<file path="config.mk">
export PLATFORM = sky130hd
export DESIGN_NAME = drive_and_servo_command_decoder
export DESIGN_NICKNAME = d
export VERILOG_FILES = /design/src/rtl/dsc_pkg.sv /design/src/rtl/drive_and_servo_command_decoder.sv /design/src/rtl/dsc_front.sv /design/src/rtl/dsc_fifo.sv /design/src/rtl/dsc_back.sv
export SDC_FILE = /design/constraint.sdc
export NUM_CORES = 1
export LEC_CHECK = 0
export ABC_AREA = 1
export BUFFER_PORTS_ARGS = -buffer_cell sky130_fd_sc_hd__buf_2
export CAP_MARGIN = 20
export CORE_MARGIN = 5
export CORE_UTILIZATION = 60
export DETAILED_ROUTE_END_ITERATION = 6
export PLACE_DENSITY_LB_ADDON = 0.08
export SLEW_MARGIN = 20
export SYNTH_ARGS = -nofsm -noshare
export SYNTH_HDL_FRONTEND = slang
export SYNTH_SLANG_ARGS = --single-unit
</file>
<file path="constraint.sdc">
create_clock -name clock -period 9.9 [get_ports clock]
set_input_delay 2.475 -clock clock [delete_from_list [all_inputs] [get_ports clock]]
set_output_delay 2.475 -clock clock [all_outputs]
set_load 0.03 [all_outputs]
</file>
<file path="src/rtl/dsc_pkg.sv">
// Shared types, constants and codes for the drive and servo command decoder.
`timescale 1ns / 1ps
`default_nettype none

package dsc_pkg;

   // Configuration register indexes
   localparam int CsrIndexW = 2;
   localparam logic [CsrIndexW-1:0] CsrPwmPeriod = 2'd0;
   localparam logic [CsrIndexW-1:0] CsrDeadLow   = 2'd1;
   localparam logic [CsrIndexW-1:0] CsrDeadHigh  = 2'd2;
   localparam int CsrDataW = 16;

   // Configuration reset values
   localparam logic [15:0] PwmPeriodReset = 16'd20000;
   localparam logic [11:0] DeadLowReset   = 12'd1800;
   localparam logic [11:0] DeadHighReset  = 12'd2200;

   // Packet tags
   localparam logic [7:0] TagJoyFirst  = 8'h58; // 'X'
   localparam logic [7:0] TagJoySecond = 8'h59; // 'Y'
   localparam logic [7:0] TagBtnFirst  = 8'h42; // 'B'
   localparam logic [7:0] TagBtnSecond = 8'h54; // 'T'

   // Button codes
   localparam logic [7:0] KeyUp      = 8'h55; // 'U'
   localparam logic [7:0] KeyDown    = 8'h44; // 'D'
   localparam logic [7:0] KeyRight   = 8'h52; // 'R'
   localparam logic [7:0] KeyLeft    = 8'h4C; // 'L'
   localparam logic [7:0] KeyCenter  = 8'h57; // 'W'
   localparam logic [7:0] KeyLampOn  = 8'h4A; // 'J'
   localparam logic [7:0] KeyLampOff = 8'h4D; // 'M'

   // Drive constants
   localparam logic [15:0] TurnXMax  = 16'd4200;
   localparam logic [15:0] TurnScale = 16'd4200;
   localparam logic [11:0] DutyDiv   = 12'd4095;
   localparam logic [3:0]  PinsFwd   = 4'b1001;
   localparam logic [3:0]  PinsBwd   = 4'b0110;

   // Servo limits and steps
   localparam logic [11:0] TiltMin  = 12'd1800;
   localparam logic [11:0] TiltMid  = 12'd2350;
   localparam logic [11:0] TiltMax  = 12'd2500;
   localparam logic [11:0] TiltUp   = 12'd5;
   localparam logic [11:0] TiltDown = 12'd20;
   localparam logic [11:0] PanMin   = 12'd1500;
   localparam logic [11:0] PanMid   = 12'd2300;
   localparam logic [11:0] PanMax   = 12'd3300;
   localparam logic [11:0] PanRight = 12'd20;
   localparam logic [11:0] PanLeft  = 12'd5;

   // Command queue depth (power of two)
   localparam int QueueDepth = 4;
   localparam int QueuePtrW  = $clog2(QueueDepth);

   typedef struct packed {
      logic [7:0] tag_first;
      logic [7:0] tag_second;
      logic [7:0] byte_two;
      logic [7:0] byte_three;
      logic [7:0] byte_four;
      logic [7:0] byte_five;
   } req_type;

   typedef struct packed {
      logic [3:0]  bridge_pins;
      logic [20:0] motor_duty;
      logic        motor_written;
      logic [11:0] tilt_duty;
      logic [11:0] pan_duty;
      logic        servo_written;
      logic        lamps_on;
   } rsp_type;

   typedef enum logic [1:0] {
      CMD_OTHER,
      CMD_DRIVE,
      CMD_BUTTON
   } cmd_kind_type;

   typedef enum logic [2:0] {
      BTN_NONE,
      BTN_UP,
      BTN_DOWN,
      BTN_RIGHT,
      BTN_LEFT,
      BTN_CENTER,
      BTN_LAMP_ON,
      BTN_LAMP_OFF
   } button_type;

   // Classified packet: operand is the value to scale by the PWM period
   typedef struct packed {
      cmd_kind_type kind;
      logic [3:0]   pins;
      logic [15:0]  operand;
      button_type   button;
   } cmd_type;

   typedef struct packed {
      logic full;
      logic empty;
   } queue_status_type;

endpackage

`default_nettype wire

</file>
<file path="src/rtl/drive_and_servo_command_decoder.sv">
// Top level of the drive and servo command decoder.
`timescale 1ns / 1ps
`default_nettype none

// Takes one 6-byte radio packet per transaction and returns exactly one
// result per packet, in order. A joystick packet ('X','Y', x, y big-endian)
// sets the H-bridge pins and the shared motor duty, operand*pwm_period/4095;
// a button packet ('B','T', code) steps or recenters the camera servos or
// switches the lamps. Every result carries the full held state plus flags
// telling whether this packet wrote the motor or a servo. Other packets
// return the held state with both flags low.
// Rate: one packet per clock sustained while results are popped as they
// appear. From accept to rsp_* a packet passes through the command
// queue, then the product stage (16x16 multiply) and the quotient estimate
// stage of the divide by 4095, with the final correction feeding the result
// register. The 4-entry command queue and the single result register let
// the input keep flowing while a result waits to be popped.
// Configuration: csr_ready is always high; write only while idle. Register
// 0 is pwm_period, 1 dead_low, 2 dead_high; index 3 is ignored, data is
// truncated to register width.
module drive_and_servo_command_decoder (
   input  var logic                               clock,
   input  var logic                               reset,
   // packet input queue
   input  var logic                               req_push,
   output logic                                   req_full,
   input  var dsc_pkg::req_type                   req_data,
   // result queue
   output logic                                   rsp_empty,
   input  var logic                               rsp_pop,
   output dsc_pkg::rsp_type                       rsp_data,
   // register writes
   input  var logic                               csr_valid,
   output logic                                   csr_ready,
   input  var logic [dsc_pkg::CsrIndexW-1:0]      csr_index,
   input  var logic [dsc_pkg::CsrDataW-1:0]       csr_data
);
   import dsc_pkg::*;

   logic [15:0]       pwm_period_ff;
   logic [11:0]       dead_low_ff;
   logic [11:0]       dead_high_ff;
   cmd_type           front_cmd;
   cmd_type           queue_cmd;
   queue_status_type  q_status;
   logic              q_pop;

   assign csr_ready = 1'b1;
   assign req_full  = q_status.full;

   // configuration registers
   always_ff @(posedge clock) begin
      if (reset) begin
         pwm_period_ff <= PwmPeriodReset;
         dead_low_ff   <= DeadLowReset;
         dead_high_ff  <= DeadHighReset;
      end else if (csr_valid && csr_ready) begin
         unique case (csr_index)
            CsrPwmPeriod: pwm_period_ff <= csr_data;
            CsrDeadLow:   dead_low_ff   <= csr_data[11:0];
            CsrDeadHigh:  dead_high_ff  <= csr_data[11:0];
            default:      ;
         endcase
      end
   end

   // classify incoming packet
   dsc_front u_front (
      .req_data  (req_data),
      .dead_low  (dead_low_ff),
      .dead_high (dead_high_ff),
      .cmd       (front_cmd)
   );

   // decouples packet acceptance from the execution pipe
   dsc_fifo u_fifo (
      .clock     (clock),
      .reset     (reset),
      .push      (req_push),
      .push_data (front_cmd),
      .pop       (q_pop),
      .pop_data  (queue_cmd),
      .status    (q_status)
   );

   // duty scaling and state update
   dsc_back u_back (
      .clock      (clock),
      .reset      (reset),
      .pwm_period (pwm_period_ff),
      .q_status   (q_status),
      .cmd        (queue_cmd),
      .q_pop      (q_pop),
      .rsp_pop    (rsp_pop),
      .rsp_empty  (rsp_empty),
      .rsp_data   (rsp_data)
   );

   // a packet is either drive or button, never both
   a_one_writer: assert property (@(posedge clock) disable iff (reset)
      !rsp_empty |-> !(rsp_data.motor_written && rsp_data.servo_written))
      else $error("motor and servo written by the same transaction");

   // 65535*65535/4095 bounds the scaled duty
   a_duty_bound: assert property (@(posedge clock) disable iff (reset)
      !rsp_empty |-> rsp_data.motor_duty <= 21'd1048800)
      else $error("motor duty beyond full-scale quotient");

   // servo steps keep the duties inside their travel
   a_servo_range: assert property (@(posedge clock) disable iff (reset)
      !rsp_empty |-> (rsp_data.tilt_duty >= 12'd1785 && rsp_data.tilt_duty <= TiltMax &&
                      rsp_data.pan_duty >= PanMin && rsp_data.pan_duty <= 12'd3315))
      else $error("servo duty out of travel");

   // queue cannot be both full and empty
   a_queue_status: assert property (@(posedge clock) disable iff (reset)
      !(q_status.full && q_status.empty))
      else $error("command queue status inconsistent");

endmodule

`default_nettype wire

</file>
<file path="src/rtl/dsc_front.sv">
// Front end: decodes one packet into a drive, button or other command.
`timescale 1ns / 1ps
`default_nettype none

module dsc_front (
   input  var dsc_pkg::req_type req_data,
   input  var logic [11:0]      dead_low,
   input  var logic [11:0]      dead_high,
   output dsc_pkg::cmd_type     cmd
);
   import dsc_pkg::*;

   logic [15:0] x;
   logic [15:0] y;
   logic [15:0] dl;
   logic [15:0] dh;
   logic        right;
   logic        left;
   logic        back;
   logic        active;
   logic [3:0]  pins;

   assign x  = {req_data.byte_two, req_data.byte_three};
   assign y  = {req_data.byte_four, req_data.byte_five};
   assign dl = {4'b0, dead_low};
   assign dh = {4'b0, dead_high};

   assign right  = (x >= dh) && (x <= TurnXMax);
   assign left   = !right && (x <= dl);
   assign back   = (y <= dl);
   assign active = (y >= dh) || (y <= dl) || (x >= dh) || (x <= dl);

   always_comb begin
      pins = back ? PinsBwd : PinsFwd;
      if (active && right) begin
         pins = (pins & 4'b0111) | 4'b0010;
      end else if (active && left) begin
         pins = (pins | 4'b0100) & 4'b1110;
      end
   end

   always_comb begin
      cmd.kind    = CMD_OTHER;
      cmd.pins    = pins;
      cmd.operand = '0;
      cmd.button  = BTN_NONE;
      if (req_data.tag_first == TagJoyFirst && req_data.tag_second == TagJoySecond) begin
         cmd.kind = CMD_DRIVE;
         // zero operand gives zero duty inside the dead zone
         priority if (!active) begin
            cmd.operand = '0;
         end else if (right || left) begin
            cmd.operand = TurnScale;
         end else if (back) begin
            cmd.operand = TurnScale - y;
         end else begin
            cmd.operand = y;
         end
      end else if (req_data.tag_first == TagBtnFirst &&
                   req_data.tag_second == TagBtnSecond) begin
         cmd.kind = CMD_BUTTON;
         unique case (req_data.byte_two)
            KeyUp:      cmd.button = BTN_UP;
            KeyDown:    cmd.button = BTN_DOWN;
            KeyRight:   cmd.button = BTN_RIGHT;
            KeyLeft:    cmd.button = BTN_LEFT;
            KeyCenter:  cmd.button = BTN_CENTER;
            KeyLampOn:  cmd.button = BTN_LAMP_ON;
            KeyLampOff: cmd.button = BTN_LAMP_OFF;
            default:    cmd.button = BTN_NONE;
         endcase
      end
   end

endmodule

`default_nettype wire

</file>
<file path="src/rtl/dsc_fifo.sv">
// Small register queue of decoded commands between front and back end.
`timescale 1ns / 1ps
`default_nettype none

module dsc_fifo (
   input  var logic                      clock,
   input  var logic                      reset,
   input  var logic                      push,
   input  var dsc_pkg::cmd_type          push_data,
   input  var logic                      pop,
   output dsc_pkg::cmd_type              pop_data,
   output dsc_pkg::queue_status_type     status
);
   import dsc_pkg::*;

   cmd_type                entry_ff [QueueDepth];
   logic [QueuePtrW-1:0]   wr_ptr_ff, wr_ptr_in;
   logic [QueuePtrW-1:0]   rd_ptr_ff, rd_ptr_in;
   logic [QueuePtrW:0]     count_ff, count_in;
   logic                   do_push;
   logic                   do_pop;

   assign status.full  = (count_ff == (QueuePtrW+1)'(QueueDepth));
   assign status.empty = (count_ff == '0);
   assign do_push      = push && !status.full;
   assign do_pop       = pop && !status.empty;
   assign pop_data     = entry_ff[rd_ptr_ff];

   always_comb begin
      wr_ptr_in = do_push ? wr_ptr_ff + 1'b1 : wr_ptr_ff;
      rd_ptr_in = do_pop ? rd_ptr_ff + 1'b1 : rd_ptr_ff;
      count_in  = count_ff;
      if (do_push && !do_pop) begin
         count_in = count_ff + 1'b1;
      end else if (do_pop && !do_push) begin
         count_in = count_ff - 1'b1;
      end
   end

   always_ff @(posedge clock) begin
      if (reset) begin
         wr_ptr_ff <= '0;
         rd_ptr_ff <= '0;
         count_ff  <= '0;
      end else begin
         wr_ptr_ff <= wr_ptr_in;
         rd_ptr_ff <= rd_ptr_in;
         count_ff  <= count_in;
      end
   end

   always_ff @(posedge clock) begin
      if (do_push) begin
         entry_ff[wr_ptr_ff] <= push_data;
      end
   end

endmodule

`default_nettype wire

</file>
<file path="src/rtl/dsc_back.sv">
// Back end: duty scaling pipeline, held drive/servo/lamp state, result register.
`timescale 1ns / 1ps
`default_nettype none

module dsc_back (
   input  var logic                      clock,
   input  var logic                      reset,
   input  var logic [15:0]               pwm_period,
   input  var dsc_pkg::queue_status_type q_status,
   input  var dsc_pkg::cmd_type          cmd,
   output logic                          q_pop,
   input  var logic                      rsp_pop,
   output logic                          rsp_empty,
   output dsc_pkg::rsp_type              rsp_data
);
   import dsc_pkg::*;

   typedef struct packed {
      cmd_kind_type kind;
      logic [3:0]   pins;
      button_type   button;
      logic [31:0]  product;
   } mul_stage_type;

   typedef struct packed {
      cmd_kind_type kind;
      logic [3:0]   pins;
      button_type   button;
      logic [20:0]  quot;
      logic [12:0]  prod_lo;
   } div_stage_type;

   logic          advance;
   logic          s1_valid_ff, s1_valid_in;
   logic          s2_valid_ff, s2_valid_in;
   logic          out_valid_ff, out_valid_in;
   mul_stage_type s1_ff, s1_in;
   div_stage_type s2_ff, s2_in;
   rsp_type       rsp_ff, rsp_in;

   logic [3:0]    pin_ff, pin_in;
   logic [20:0]   duty_ff, duty_in;
   logic [11:0]   tilt_ff, tilt_in;
   logic [11:0]   pan_ff, pan_in;
   logic          lamp_ff, lamp_in;

   logic [32:0]   est_sum;
   logic [12:0]   rem;
   logic [20:0]   quot_fix;
   logic          motor_wr;
   logic          servo_wr;

   // whole pipeline moves together when the result slot is free or being taken
   assign advance   = !out_valid_ff || rsp_pop;
   assign q_pop     = advance && !q_status.empty;
   assign rsp_empty = !out_valid_ff;
   assign rsp_data  = rsp_ff;

   // stage 1: 16x16 product
   always_comb begin
      s1_valid_in     = q_pop;
      s1_in.kind      = cmd.kind;
      s1_in.pins      = cmd.pins;
      s1_in.button    = cmd.button;
      s1_in.product   = 32'(cmd.operand) * 32'(pwm_period);
   end

   // stage 2: quotient estimate for /4095 = /4096 * (1 + 2^-12 + 2^-24 ...)
   // low by at most one
   always_comb begin
      est_sum = {1'b0, s1_ff.product} + {13'b0, s1_ff.product[31:12]} +
                {25'b0, s1_ff.product[31:24]};
      s2_valid_in   = s1_valid_ff;
      s2_in.kind    = s1_ff.kind;
      s2_in.pins    = s1_ff.pins;
      s2_in.button  = s1_ff.button;
      s2_in.quot    = est_sum[32:12];
      s2_in.prod_lo = s1_ff.product[12:0];
   end

   // stage 3: remainder is below 2*4095, so 13 bits of p - 4095*q suffice
   always_comb begin
      rem      = s2_ff.prod_lo - {s2_ff.quot[0], 12'b0} + s2_ff.quot[12:0];
      quot_fix = (rem >= {1'b0, DutyDiv}) ? s2_ff.quot + 21'd1 : s2_ff.quot;
   end

   always_comb begin
      pin_in   = pin_ff;
      duty_in  = duty_ff;
      tilt_in  = tilt_ff;
      pan_in   = pan_ff;
      lamp_in  = lamp_ff;
      motor_wr = 1'b0;
      servo_wr = 1'b0;
      if (advance && s2_valid_ff) begin
         unique case (s2_ff.kind)
            CMD_DRIVE: begin
               pin_in   = s2_ff.pins;
               duty_in  = quot_fix;
               motor_wr = 1'b1;
            end
            CMD_BUTTON: begin
               unique case (s2_ff.button)
                  BTN_UP: begin
                     if (tilt_ff < TiltMax) begin
                        tilt_in  = tilt_ff + TiltUp;
                        servo_wr = 1'b1;
                     end
                  end
                  BTN_DOWN: begin
                     if (tilt_ff > TiltMin) begin
                        tilt_in  = tilt_ff - TiltDown;
                        servo_wr = 1'b1;
                     end
                  end
                  BTN_RIGHT: begin
                     if (pan_ff < PanMax) begin
                        pan_in   = pan_ff + PanRight;
                        servo_wr = 1'b1;
                     end
                  end
                  BTN_LEFT: begin
                     if (pan_ff > PanMin) begin
                        pan_in   = pan_ff - PanLeft;
                        servo_wr = 1'b1;
                     end
                  end
                  BTN_CENTER: begin
                     tilt_in  = TiltMid;
                     pan_in   = PanMid;
                     servo_wr = 1'b1;
                  end
                  BTN_LAMP_ON:  lamp_in = 1'b1;
                  BTN_LAMP_OFF: lamp_in = 1'b0;
                  BTN_NONE:     ;
               endcase
            end
            CMD_OTHER: ;
            default: ;
         endcase
      end
   end

   always_comb begin
      out_valid_in         = advance ? s2_valid_ff : out_valid_ff;
      rsp_in.bridge_pins   = pin_in;
      rsp_in.motor_duty    = duty_in;
      rsp_in.motor_written = motor_wr;
      rsp_in.tilt_duty     = tilt_in;
      rsp_in.pan_duty      = pan_in;
      rsp_in.servo_written = servo_wr;
      rsp_in.lamps_on      = lamp_in;
   end

   always_ff @(posedge clock) begin
      if (reset) begin
         s1_valid_ff  <= 1'b0;
         s2_valid_ff  <= 1'b0;
         out_valid_ff <= 1'b0;
         pin_ff       <= PinsFwd;
         duty_ff      <= '0;
         tilt_ff      <= TiltMid;
         pan_ff       <= PanMid;
         lamp_ff      <= 1'b0;
      end else begin
         if (advance) begin
            s1_valid_ff <= s1_valid_in;
            s2_valid_ff <= s2_valid_in;
         end
         out_valid_ff <= out_valid_in;
         pin_ff       <= pin_in;
         duty_ff      <= duty_in;
         tilt_ff      <= tilt_in;
         pan_ff       <= pan_in;
         lamp_ff      <= lamp_in;
      end
   end

   always_ff @(posedge clock) begin
      if (advance) begin
         s1_ff <= s1_in;
         s2_ff <= s2_in;
      end
      if (advance && s2_valid_ff) begin
         rsp_ff <= rsp_in;
      end
   end

endmodule

`default_nettype wire
</file>
# == Word level (Yosys, flattened, before mapping) ==
# Memory sizes are Yosys's and may differ from the RTL's. A register that Yosys moved wholly into a read port is not among the register bits.
# Cells that the tools add are included.
# Widths: inputs -> output; s select.
# classes
multipliers,1
reduce_logical,29
mux,42
eq_ne,23
n_addsub,14
n_lt_le_gt_ge,10
# op_table
operator,count
$mux 12,8
$eq 8x7->1 const B,11
$pmux 12 s3,2
$mux 16,4
$mux 21,3
$add 32x20->33,1
$add 33x8->33,1
$ge 16x12->1,2
$le 16x12->1,2
$mul 16x16->32,1
$gt 12x11->1 const B,2
$lt 12x12->1 const B,2
$add 21x1->21 const B,1
$pmux 3 s7,1
$le 16x13->1 const B,1
$mux 4,4
$sub 13x16->16 const A,1
$eq 3x3->1 const B,5
$mux 3,5
$add 13x13->13,1
$ge 13x12->1 const B,1
$sub 13x13->13,1
$add 12x3->12 const B,1
$add 12x5->12 const B,1
other kinds (20),57
# totals
ff_bits,236
output_inout_bits,55
mem_count,1
ram_bits,100
# memory_table
memory,depth,width,read_ports,rd_clocked_by_memory_dff,write_ports,line_no,rtl
u_fifo.entry_ff,4,25,1,1,1,dsc_fifo.sv:16,cmd_type entry_ff [QueueDepth];

# == Logic depth before layout (Yosys ltp) ==
# logic_depth
word_depth,8
ltp_mapped,30
mapped_depth_nobuf,27

# == Hierarchy ==
# From an unflattened synthesis, not the netlist that was laid out.
# unflattened
cells_unflattened,3351
hier_area_um2,27610.2
# by_module_without_submodules
mod,seq_area_each_um2,area_per_inst_um2,cells_each,instances
dsc_back,5144.9,19627.6,2426,1
dsc_fifo,3183.1,4230.3,312,1
dsc_front,0.0,2047.0,374,1
drive_and_servo_command_decoder,800.8,1705.4,239,1

# == Worst setup path after synthesis ==
# Ideal clock, no wire load.
# synth_path
path_kind,reg2reg
startpoint,reg with a tool-made name
endpoint,reg u_back.s1_ff[27] in the netlist's numbering (data pin)
path_slack_ps,3650
path_stages_with_launch,27
arrival_ps,5985
required_time_ps,9635
period_less_slack_ps,6250
path_buffers,2
path_cell_list,dfxtp_1 clkbuf_1 inv_1 buf_1 nand3_1 nand2_1 inv_1 nand2_1 fa_1 inv_1 fa_1 inv_1 fa_1 inv_1 fa_1 fa_1 inv_1 fa_1 inv_1 ha_1 a21oi_1 o21ai_0 a21oi_1 o21ai_0 a21oi_1 o21ai_0 xor2_1
# synth_lines
element,line_no,rtl
to (signal assigned),dsc_back.sv:181,s1_ff <= s1_in;
to (decl),dsc_back.sv:37,"mul_stage_type s1_ff, s1_in;"

==> out/results.txt <==
Synth Cell Area = 26,300 sq um
Final Hold Fails = 0
Starting Density = 60.8%
Inst Count DP = 3,683
Gr ovfl total = 0
Number of global-route vias before repair = 21,154
Post-Route WL = 68,200 um
Synth Flop Type = edfxtp_1
Post-synth EDFFs = 236
Yosys warning count = 0
Drt wl/cell = 18.2 um
Mapped Cells = 3,033
Worst-Skew Late Latency = 0.56 ns
Area Overhead vs Synth = 8.72%
Share of layout cells above drive strength 1 = 8.63%
Clock Sinks = 338
Synth Net Count = 3,529
Worst Hold End = u_back.s2_ff[42]
Post-CTS Hold Buffers = 0
Gp weighted congestion = 0.995
Synth top area cells = edfxtp_1 (27%), fa_1 (15%), ha_1 (11%)
Reg clk slew, reported paths = 0.06 ns
Final period util = 79.1%
Top Ports = 126
H-Tree Depth = 2
WHS Path Cells = 0
TritonRoute pass-1 iters = 6
Routed vias/inst = 5.56
CP Capture Type = register
RSZ-0062 raised after global routing = no
Cell Rows = 76
Post-CTS setup buffers = 0
Post-CTS sizing = 0
Max Cap Viol = 0
Endpoints failing setup = 0
Commonest non-fill, non-tap cell in the layout = nand2_1
Yosys reg bits = 338
Detail Route Antenna Nets = 0
Clk_skew = 0.0206 ns
Tot GR Track Use = 28.9%
Reg2reg path depth = 26
Status = finished clean
Slew margin rel. = 31.3%
Hold_ws = 0.421 ns
DR DRC count = 0
Reg2reg end = u_back.s1_ff[25]
CTS max path bufs = 3
Achievable Freq = 0.128 GHz
Worst-path fanout max = 51
Fin cells = 3,750
Worst-margin pin slew = 1.02 ns
Final Max Slew Viols = 0
Final HPWL DP = 53,400 um
Overall die height = 219 um
Seq/Total Area, Yosys = 34.8%
Syn avg cell area = 8.66 sq um
Hold Path Class = reg2reg
Die Area = 48,100 sq um
FFs w/ async S/R, synth = 0%
First-pass GRT wire length = 110,000 um
Synth top area share = 27.0%
Core area = 43,200 sq um
TNS Setup = 0 ns
ANT cells = 0
Synth area leader = edfxtp_1
Hold path start = u_back.s1_ff[40]
Initial antenna violation count = 1
Die width = 219 um
Pin count of the biggest net entering global routing = 87
Net count, final = 3,634
Kind of critical path = reg2reg
DRT iter0 DRCs = 1,556
Commonest cells after routing, fill and taps aside = nand2_1 (603), inv_1 (533), nor2_1 (304)
Reg2Reg Setup Slack = 2.07 ns
Vias = 20,838
Post-synthesis cell type count = 58
Arr. time, crit path = 8.12 ns
Clk root buf = clkbuf_16
WP data required = 10.20 ns
Clock tree from TritonCTS = yes
CTS Buf Count = 37
Port bufs = 124
Startpoint types = register
Fin crit period = 7.83 ns
[metal layers]
metal  track usage, %  wire (um)
met1             35.7      27100
met3             4.84       4310
met2             50.2      33500
met4             12.7       3240
met5                0         15
[worst max-delay path, cell delays in order, from the launching register on]
cell and delay [ns]:
dfxtp_1 0.30, buf_4 0.42, inv_1 0.42, buf_4 0.37, nand2_1 0.10, nand3_1 0.07
nand2_1 0.39, clkinv_1 0.41, nand2_1 0.18, fa_1 0.45, fa_1 0.55, fa_1 0.44
fa_1 0.49, inv_1 0.05, fa_1 0.53, inv_1 0.06, fa_1 0.53, inv_1 0.04
ha_1 0.38, nand2_1 0.10, nor2_1 0.10, inv_1 0.04, o21ai_0 0.40, a21oi_1 0.18
o21bai_1 0.28, a21oi_1 0.13, xnor2_1 0.14
[cells in the mapped netlist, drive strengths merged, types with 50 or more instances]
| cell | number |
|---|---|
| a21oi | 159 |
| edfxtp | 236 |
| ha | 223 |
| dfxtp | 102 |
| xor2 | 54 |
| nand3 | 126 |
| nor2 | 315 |
| o21ai | 150 |
| inv | 541 |
| fa | 202 |
| clkbuf | 50 |
| nand2 | 613 |
[worst max path at each step]
stage          startpoint          endpoint  slack, ns  depth (start not counted)
4_1_cts          register  u_back.s1_ff[25]       2.06                         26
3_3_place_gp     register  u_back.s1_ff[27]       2.28                         27
3_5_place_dp     register  u_back.s1_ff[25]       2.09                         26
6_report         register  u_back.s1_ff[25]       2.07                         26
5_1_grt          register  u_back.s1_ff[25]       1.50                         26
2_1_floorplan    register  u_back.s1_ff[27]       3.65                         26
[stage by stage]
stage	utilization (%)	cell area, sq um	setup slack [ns]
2_1_floorplan	-	26300	3.65
3_3_place_gp	63.5	27400	2.28
3_5_place_dp	63.5	27400	2.09
4_1_cts	66.1	28500	2.06
5_1_grt	66.2	28600	1.50
6_report	66.2	28600	2.07
[sequential cells by signal (all words and copies together), names as in the netlist, 3 cells and up, named ones only]
register         count
dead_high_ff        12
dead_low_ff         12
pwm_period_ff       16
u_back.duty_ff      21
u_back.pan_ff       12
u_back.pin_ff        4
u_back.rsp_data     52
u_back.s1_ff        41
u_back.s2_ff        43
u_back.tilt_ff      12
u_fifo.count_ff      3
u_fifo.entry_ff    100
[cell type report]
cell class                      count  area (sq um)
Timing Repair Buffer              137           731
Multi-Input combinational cell   2071         14700
Sequential cell                   338          9130
Clock buffer                       42           966
Inverter                          553          2080
Fill cell                        3666         14600
Tap cell                          585           732
Clock inverter                     24           180
[logic make-up (layout without fill, tap and decap cells)]
kind of cell,count (synthesis),in the layout,share of synthesized area [%]
buffers and inverters,624,756,9.18
XOR/XNOR,76,76,2.59
flip-flops,338,338,34.8
adder cells (fa/ha/maj),425,425,26.0
other,1,1,0.0143
AND/OR/NAND/NOR,1170,1170,18.6
AO/OA/AOI/OAI,399,399,8.86
Power is left out: the tool's default activity adds up to more than one toggle a clock period on the data nets, which glitch-free logic cannot reach.
